$ cat config.mk
export PLATFORM = sky130hd
export DESIGN_NAME = murmur_hash64a_stream
export DESIGN_NICKNAME = d
export VERILOG_FILES = /design/src/rtl/core/mh64_pkg.sv /design/src/rtl/core/mh64_dpath.sv /design/src/rtl/core/mh64_ctrl.sv /design/src/rtl/core/murmur_hash64a_stream.sv
export SDC_FILE = /design/constraint.sdc
export NUM_CORES = 2
export LEC_CHECK = 0
export ABC_AREA = 1
export BUFFER_PORTS_ARGS = -buffer_cell sky130_fd_sc_hd__buf_2
export CAP_MARGIN = 20
export CORE_ASPECT_RATIO = 1.4
export CORE_UTILIZATION = 64
export DETAILED_ROUTE_END_ITERATION = 6
export HOLD_SLACK_MARGIN = 0.03
export PLACE_DENSITY_LB_ADDON = 0.15
export SYNTH_ARGS = -nofsm -noshare
export SYNTH_HDL_FRONTEND = slang
export SYNTH_HIERARCHICAL = 1
export SYNTH_SLANG_ARGS = --single-unit
$ cat constraint.sdc
create_clock -name clk -period 16.2 [get_ports clk]
set_input_delay 1.62 -clock clk [delete_from_list [all_inputs] [get_ports clk]]
set_output_delay 1.62 -clock clk [all_outputs]
set_load 0.03 [all_outputs]
$ cat src/rtl/core/mh64_pkg.sv
// Shared types and constants for the MurmurHash64A stream hasher.
package mh64_pkg;

  localparam logic [63:0] MIX_MULT   = 64'hc6a4_a793_5bd1_e995;
  localparam int unsigned MIX_SHIFT  = 47;
  localparam logic [63:0] SEED_RESET = 64'h0000_0000_5bd1_e995;

  localparam int unsigned WORD_W    = 64;
  localparam int unsigned NBYTES_W  = 4;
  localparam int unsigned LEN_W     = 32;
  localparam int unsigned FIELD_W   = WORD_W + NBYTES_W + LEN_W;
  localparam int unsigned IN_DATA_W = ((FIELD_W + 7) / 8) * 8;

  // Work register source select.
  typedef enum logic [2:0] {
    X_HOLD,
    X_LEN,
    X_WORD,
    X_MIXK,
    X_FOLD,
    X_TAIL,
    X_FIN
  } x_sel_t;

  // One partial product of the split 64x64 low-half multiply per cycle.
  typedef enum logic [1:0] {
    MUL_NONE,
    MUL_LL,
    MUL_HL,
    MUL_LH
  } mul_ph_t;

  typedef enum logic [1:0] {
    ACC_HOLD,
    ACC_SEED,
    ACC_PROD
  } acc_sel_t;

  typedef struct packed {
    logic     capture;
    x_sel_t   x_sel;
    mul_ph_t  mul_ph;
    acc_sel_t acc_sel;
    logic     emit;
  } dp_cmd_t;

  typedef struct packed {
    logic first;
    logic last;
    logic full;
    logic tail;
    logic out_busy;
  } dp_sts_t;

endpackage

$ cat src/rtl/core/mh64_dpath.sv
// Datapath: word capture, shared 32x32 multiplier, accumulator and result register.
module mh64_dpath (
  input  logic                          clk,
  input  logic                          rst_n,
  input  logic [mh64_pkg::IN_DATA_W-1:0] in_tdata,
  input  logic                          in_tuser,
  input  logic                          in_tlast,
  input  logic                          cfg_we,
  input  logic [63:0]                   cfg_wdata,
  input  mh64_pkg::dp_cmd_t             cmd,
  output mh64_pkg::dp_sts_t             sts,
  output logic                          out_tvalid,
  input  logic                          out_tready,
  output logic [63:0]                   out_tdata
);
  import mh64_pkg::*;

  logic [63:0] seed_r;
  logic [63:0] acc_r, acc_nxt;
  logic [63:0] x_r, x_nxt;
  logic [63:0] p_r;
  logic [63:0] word_r;
  logic [NBYTES_W-1:0] nb_r;
  logic [LEN_W-1:0] len_r;
  logic first_r, last_r;
  logic [63:0] out_r;
  logic out_valid_r, out_valid_nxt;

  logic [63:0] tail_mask;
  logic [31:0] mul_a, mul_b;
  logic [63:0] prod;
  logic [63:0] fin_val;

  assign tail_mask = ~(64'hFFFF_FFFF_FFFF_FFFF << {nb_r[2:0], 3'b000});
  assign fin_val   = p_r ^ (p_r >> MIX_SHIFT);

  always_comb begin
    case (cmd.x_sel)
      X_LEN:   x_nxt = {32'b0, len_r};
      X_WORD:  x_nxt = word_r;
      X_MIXK:  x_nxt = p_r ^ (p_r >> MIX_SHIFT);
      X_FOLD:  x_nxt = acc_r ^ p_r;
      X_TAIL:  x_nxt = acc_r ^ (word_r & tail_mask);
      X_FIN:   x_nxt = acc_r ^ (acc_r >> MIX_SHIFT);
      default: x_nxt = x_r;
    endcase
  end

  always_comb begin
    case (cmd.acc_sel)
      ACC_SEED: acc_nxt = seed_r ^ p_r;
      ACC_PROD: acc_nxt = p_r;
      default:  acc_nxt = acc_r;
    endcase
  end

  // Low 64 bits of x * M: LL gives the full low product, the cross terms add
  // into the upper half only.
  assign mul_a = (cmd.mul_ph == MUL_HL) ? x_r[63:32] : x_r[31:0];
  assign mul_b = (cmd.mul_ph == MUL_LH) ? MIX_MULT[63:32] : MIX_MULT[31:0];
  assign prod  = {32'b0, mul_a} * {32'b0, mul_b};

  assign out_valid_nxt = cmd.emit ? 1'b1 : (out_tready ? 1'b0 : out_valid_r);

  always_ff @(posedge clk) begin
    if (!rst_n) begin
      seed_r      <= SEED_RESET;
      acc_r       <= '0;
      out_valid_r <= 1'b0;
    end else begin
      if (cfg_we) begin
        seed_r <= cfg_wdata;
      end
      acc_r       <= acc_nxt;
      out_valid_r <= out_valid_nxt;
    end
  end

  always_ff @(posedge clk) begin
    if (cmd.capture) begin
      word_r  <= in_tdata[WORD_W-1:0];
      nb_r    <= in_tdata[WORD_W+NBYTES_W-1:WORD_W];
      len_r   <= in_tdata[FIELD_W-1:WORD_W+NBYTES_W];
      first_r <= in_tuser;
      last_r  <= in_tlast;
    end
    x_r <= x_nxt;
    case (cmd.mul_ph)
      MUL_LL:  p_r <= prod;
      MUL_HL:  p_r[63:32] <= p_r[63:32] + prod[31:0];
      MUL_LH:  p_r[63:32] <= p_r[63:32] + prod[31:0];
      default: p_r <= p_r;
    endcase
    if (cmd.emit) begin
      out_r <= fin_val;
    end
  end

  assign sts.first    = first_r;
  assign sts.last     = last_r;
  assign sts.full     = nb_r[3];
  assign sts.tail     = !nb_r[3] && (nb_r[2:0] != 3'b000);
  assign sts.out_busy = out_valid_r && !out_tready;

  assign out_tvalid = out_valid_r;
  assign out_tdata  = out_r;

  a_emit_no_overwrite: assert property (@(posedge clk) disable iff (!rst_n)
    cmd.emit |-> !(out_valid_r && !out_tready))
    else $error("result register overwritten while still pending");

  a_hl_after_ll: assert property (@(posedge clk) disable iff (!rst_n)
    cmd.mul_ph == MUL_HL |-> $past(cmd.mul_ph) == MUL_LL)
    else $error("cross product started without low product");

  a_lh_after_hl: assert property (@(posedge clk) disable iff (!rst_n)
    cmd.mul_ph == MUL_LH |-> $past(cmd.mul_ph) == MUL_HL)
    else $error("multiply phases out of order");

endmodule

$ cat src/rtl/core/mh64_ctrl.sv
// Controller: sequences multiply phases and accumulator updates for each word.
module mh64_ctrl (
  input  logic              clk,
  input  logic              rst_n,
  input  logic              in_tvalid,
  output logic              in_tready,
  input  mh64_pkg::dp_sts_t sts,
  output mh64_pkg::dp_cmd_t cmd
);
  import mh64_pkg::*;

  typedef enum logic [3:0] {
    S_IDLE,
    S_DISP,
    S_MLEN,
    S_SEED,
    S_BODY,
    S_MK1,
    S_MIX,
    S_MK2,
    S_FOLD,
    S_MACC,
    S_UPD,
    S_LAST,
    S_MFIN,
    S_EMIT
  } state_t;

  state_t  state_r, state_nxt;
  mul_ph_t ph_r, ph_nxt;
  logic    mul_done;

  assign mul_done  = (ph_r == MUL_LH);
  assign in_tready = (state_r == S_IDLE);

  always_comb begin
    state_nxt   = state_r;
    ph_nxt      = ph_r;
    cmd.capture = 1'b0;
    cmd.x_sel   = X_HOLD;
    cmd.mul_ph  = MUL_NONE;
    cmd.acc_sel = ACC_HOLD;
    cmd.emit    = 1'b0;
    unique case (state_r)
      S_IDLE: begin
        if (in_tvalid) begin
          cmd.capture = 1'b1;
          state_nxt   = S_DISP;
        end
      end
      S_DISP, S_BODY: begin
        if (state_r == S_DISP && sts.first) begin
          cmd.x_sel = X_LEN;
          state_nxt = S_MLEN;
        end else if (sts.full) begin
          cmd.x_sel = X_WORD;
          state_nxt = S_MK1;
        end else if (sts.tail) begin
          cmd.x_sel = X_TAIL;
          state_nxt = S_MACC;
        end else if (sts.last) begin
          state_nxt = S_LAST;
        end else begin
          state_nxt = S_IDLE;
        end
      end
      S_MLEN, S_MK1, S_MK2, S_MACC, S_MFIN: begin
        cmd.mul_ph = ph_r;
        ph_nxt     = mul_done ? MUL_LL : ((ph_r == MUL_LL) ? MUL_HL : MUL_LH);
        if (mul_done) begin
          unique case (state_r)
            S_MLEN:  state_nxt = S_SEED;
            S_MK1:   state_nxt = S_MIX;
            S_MK2:   state_nxt = S_FOLD;
            S_MACC:  state_nxt = S_UPD;
            default: state_nxt = S_EMIT;
          endcase
        end
      end
      S_SEED: begin
        cmd.acc_sel = ACC_SEED;
        state_nxt   = S_BODY;
      end
      S_MIX: begin
        cmd.x_sel = X_MIXK;
        state_nxt = S_MK2;
      end
      S_FOLD: begin
        cmd.x_sel = X_FOLD;
        state_nxt = S_MACC;
      end
      S_UPD: begin
        cmd.acc_sel = ACC_PROD;
        state_nxt   = sts.last ? S_LAST : S_IDLE;
      end
      S_LAST: begin
        cmd.x_sel = X_FIN;
        state_nxt = S_MFIN;
      end
      S_EMIT: begin
        // hold until the result register is free
        if (!sts.out_busy) begin
          cmd.emit  = 1'b1;
          state_nxt = S_IDLE;
        end
      end
      default: state_nxt = S_IDLE;
    endcase
  end

  always_ff @(posedge clk) begin
    if (!rst_n) begin
      state_r <= S_IDLE;
      ph_r    <= MUL_LL;
    end else begin
      state_r <= state_nxt;
      ph_r    <= ph_nxt;
    end
  end

  a_ph_only_in_mul: assert property (@(posedge clk) disable iff (!rst_n)
    ph_r != MUL_LL |-> (state_r == S_MLEN || state_r == S_MK1 || state_r == S_MK2 ||
                        state_r == S_MACC || state_r == S_MFIN))
    else $error("multiply phase left mid-sequence");

  a_emit_ends_item: assert property (@(posedge clk) disable iff (!rst_n)
    cmd.emit |=> state_r == S_IDLE)
    else $error("controller did not return to idle after emitting");

  a_capture_idle: assert property (@(posedge clk) disable iff (!rst_n)
    cmd.capture |=> state_r == S_DISP && !in_tready)
    else $error("captured word not dispatched");

endmodule

$ cat src/rtl/core/murmur_hash64a_stream.sv
// Top level of the MurmurHash64A stream hasher.
// Usage:
//   Send a message as 64-bit little-endian words on the in_ channel. The word
//   carrying in_tuser (first) loads seed ^ (total_length * M); in_tlast marks
//   the final word, which may hold 0 to 7 valid bytes (a count of 8 or more
//   is a full word). An empty message is one word with first, last and zero
//   valid bytes. One finalized hash leaves on out_ per last word. The seed is
//   set via cfg_we/cfg_wdata; the user must do so only while idle (unchecked).
// Sequencing:
//   One word at a time. Every 64x64 multiply by M runs as three 32x32 partial
//   products through one shared multiplier; a full word needs three such
//   multiplies, a partial word one, an empty middle word none. A first word
//   adds the length product and seed load; a last word adds the finalizer
//   multiply and the load of the result register.
// Reset and stalls:
//   rst_n (synchronous, active low) clears the accumulator to zero, sets the
//   seed to 0x5bd1e995 and empties the result register. The result register
//   lets the next message proceed while a hash waits; a second hash holds in
//   the controller until out_tready frees the register.
module murmur_hash64a_stream (
  input  logic                           clk,
  input  logic                           rst_n,
  input  logic                           in_tvalid,
  output logic                           in_tready,
  // in_tdata fields from bit 0: data_word[63:0], valid_bytes[67:64],
  // total_length[99:68], zero pad [103:100]
  input  logic [mh64_pkg::IN_DATA_W-1:0] in_tdata,
  input  logic                           in_tuser,  // first
  input  logic                           in_tlast,  // last
  output logic                           out_tvalid,
  input  logic                           out_tready,
  output logic [63:0]                    out_tdata,  // hash_value[63:0]
  input  logic                           cfg_we,
  input  logic [63:0]                    cfg_wdata   // seed
);
  import mh64_pkg::*;

  dp_cmd_t cmd;
  dp_sts_t sts;

  // Sequence each word through the shared multiplier.
  mh64_ctrl u_ctrl (
    .clk       (clk),
    .rst_n     (rst_n),
    .in_tvalid (in_tvalid),
    .in_tready (in_tready),
    .sts       (sts),
    .cmd       (cmd)
  );

  // Hold the captured word, accumulator, seed and result register.
  mh64_dpath u_dpath (
    .clk        (clk),
    .rst_n      (rst_n),
    .in_tdata   (in_tdata),
    .in_tuser   (in_tuser),
    .in_tlast   (in_tlast),
    .cfg_we     (cfg_we),
    .cfg_wdata  (cfg_wdata),
    .cmd        (cmd),
    .sts        (sts),
    .out_tvalid (out_tvalid),
    .out_tready (out_tready),
    .out_tdata  (out_tdata)
  );

endmodule
==> results.sh <==
export IMPL_final_period_utilization_pct=73.81
export IMPL_drtIter0Drc=3198
export IMPL_place_congestion=1.032
export IMPL_rsz0062_at_grt="false"
export IMPL_critPathMostFrequentCell="inv_1"
export IMPL_cp_top_family="adder cells"
export IMPL_area_delta_synth_final_pct=7.464
export IMPL_relSlewSlack_pct=22.49
export IMPL_timing_hold_worst_class="flip-flop to flip-flop"
export IMPL_worstPathMaxFanout=64
export IMPL_violations="DRC"
export IMPL_synthDistinctLibCells=58
export IMPL_synth_top_area_share_pct=26.98
export IMPL_drt_first_pass_iters=7
export IMPL_vias=36750
export IMPL_ios=241
export IMPL_startpoint="u_ctrl/state_r[3]$_SDFFE_PN0P_"
export IMPL_crit_required_ns=16.50
export IMPL_track_usage_pct=44.31
export IMPL_slowest_stage="xor2_1"
export IMPL_core_area_um2=70510
export IMPL_syn_area_per_cell_um2=9.090
export IMPL_fp_dieW_um=227.9
export IMPL_r2r_start="u_ctrl/state_r[3]$_SDFFE_PN0P_"
export IMPL_status="complete, but fails checks"
export IMPL_fillerInstances=5761
export IMPL_synth_edf_count=294
export IMPL_ant_nets=0
export IMPL_grt_antenna_before_repair=5
export IMPL_finalNetCount=6449
export IMPL_end_kind="flip-flop"
export IMPL_fin_crit_ns=11.96
export IMPL_grt_pass1_wl_mm=232.7
export IMPL_wl_per_cell_um=25.55
export IMPL_path_buf_inv=10
export IMPL_grt_max_degree=101
export IMPL_cts_max_level=2
export IMPL_synth_seq_area_share_pct=25.23
export IMPL_worstMarginPinSlew_ns=1.159
export IMPL_hold_viol=0
export IMPL_ys_ff_latch=429
export IMPL_syn_area_um2=45710
export IMPL_initial_core_util_pct=64.83
export IMPL_max_freq_ghz=0.08363
export IMPL_slew_violations=0
export IMPL_cts_buffers=36
export IMPL_synth_top_cells_by_area="fa_1, edfxtp_1, ha_1"
export IMPL_setup_violations=0
export IMPL_finClkSkew_ns=0.03063
export IMPL_routed_wirelength_mm=158.1
export IMPL_cts_tree="done"
export IMPL_cts_sinks=429
export IMPL_maxCapViolations=0
export IMPL_path_clk_slew_ns=0.07
export IMPL_synthFlopType="edfxtp_1"
export IMPL_dp_hpwl_mm=130.0
export IMPL_clockBufferDepth=3
export IMPL_drive_above_1_share_pct=8.759
export IMPL_dieArea_um2=72510
export IMPL_crit_type="flip-flop to flip-flop"
export IMPL_ys_warn_count=6
export IMPL_slowest_delay_ns=0.95
export IMPL_synth_top_area_cell="fa_1"
export IMPL_tns_ns=0
export IMPL_grt_pass1_vias=37710
export IMPL_crit_arrival_ns=12.26
export IMPL_portBuffers=236
export IMPL_clkLatencyLatePin_ns=0.57
export IMPL_worst_setup_path_start_kind="flip-flop"
export IMPL_worstHoldStart="u_dpath/seed_r[25]$_SDFFE_PN1P_"
export IMPL_cts_resized=0
export IMPL_synthArstFlopShare_pct=0
export IMPL_die_height_um=318.2
export IMPL_layout_common_cells="inv_1, nand2_1, fa_1, ha_1, nor2_1"
export IMPL_viasPerCell=5.938
export IMPL_placementRows=115
export IMPL_layout_commonest_cell="inv_1"
export IMPL_root_buffer="clkbuf_16"
export IMPL_postCtsSetupBuffers=0
export IMPL_synthesis_instances=5029
export IMPL_gr_total_overflow=0
export IMPL_route_detailed_drc=4
export IMPL_ctsHoldBuffers=0
-- worst reg2reg max path, delay by kind of cell, from the launching register on --
kind	cells	cell delay (ns)
compound gates	8	2.13
xor+xnor	1	0.95
fa+ha+maj	10	4.38
buf+inv	10	1.17
flops	1	0.52
simple gates	14	2.55
-- cells in the mapped netlist, types with 24 or more instances --
master     instances
inv_2             29
dfxtp_1          135
a21oi_1          234
buf_2             30
ha_1             433
inv_1           1020
clkbuf_1          87
edfxtp_1         294
nand4_1           26
nor3_1            24
nand2_1          776
o2111ai_1         27
o21ai_1           36
nor2_1           372
fa_1             616
o21ai_0          268
xnor2_1           31
a22oi_1           58
xor2_1           138
nand3_1          177
-- through the flow --
stage / setup WS, ns / area, um^2 / hold slack, ns / std cells / util [%]
after floorplan: 4.179 / 45730 / 0.4292 / 5033 / -
after global placement: 4.672 / 47910 / 0.4387 / 6122 / 67.96
after detailed placement: 4.532 / 47910 / 0.4428 / 6122 / 67.96
after CTS: 4.459 / 49110 / 0.4594 / 6187 / 69.66
after global routing: 3.559 / 49120 / 0.4818 / 6189 / 69.67
final: 4.243 / 49120 / 0.4609 / 6189 / 69.67
-- layout make-up --
cell class / instances / area, um^2 / area share, %
clock buffers: 49 / 1032 / 2.101
inverters: 1052 / 3955 / 8.051
flip-flops and latches: 429 / 11530 / 23.47
multi-input cells: 3416 / 29670 / 60.41
repair buffers: 290 / 1589 / 3.235
clock inverters: 16 / 168.9 / 0.3439
diodes: 1 / 2.502 / 0.005094
well taps: 936 / 1171 / 2.384
-- worst paths after layout --
check,depth (start not counted),slack (ns),to
setup / recovery,43,4.24,u_dpath/p_r[59]$_DFFE_PP_
hold / removal,2,0.46,u_dpath/seed_r[25]$_SDFFE_PN1P_
setup reg to reg,43,4.24,u_dpath/p_r[59]$_DFFE_PP_
hold reg to reg,2,0.46,u_dpath/seed_r[25]$_SDFFE_PN1P_
-- cell families after synthesis --
kind of cell,count (synthesis),synth area share [%]
AO/OA/AOI/OAI,716,9.011
XOR/XNOR,169,3.238
adder cells (fa/ha/maj),1049,38.83
buffers and inverters,1188,10.00
flip-flops,429,25.23
other,2,0.01643
AND/OR/NAND/NOR,1476,13.67
-- registers in the layout (all words and copies together) (netlist names) --
signal	flops
u_dpath/p_r	64
u_dpath/x_r	64
u_dpath/first_r	1
u_dpath/acc_r	64
u_dpath/last_r	1
u_dpath/nb_r	4
u_dpath/word_r	64
u_ctrl/state_r	4
u_dpath/len_r	32
u_dpath/seed_r	64
u_ctrl/ph_r	2
u_dpath/out_tvalid	1
u_dpath/out_tdata	64
-- per-layer routing --
layer | routed length [um] | GRT usage [%] | vias to the layer above
li1 | - | - | 16290
met5 | 50 | 0 | -
met2 | 75440 | 73.20 | 2088
met3 | 12930 | 6.635 | 650
met4 | 16890 | 39.28 | 8
met1 | 52800 | 50.07 | 17710
Power is not shown: default switching activity piles up to over one toggle a cycle in this logic, so the estimate is an artifact.
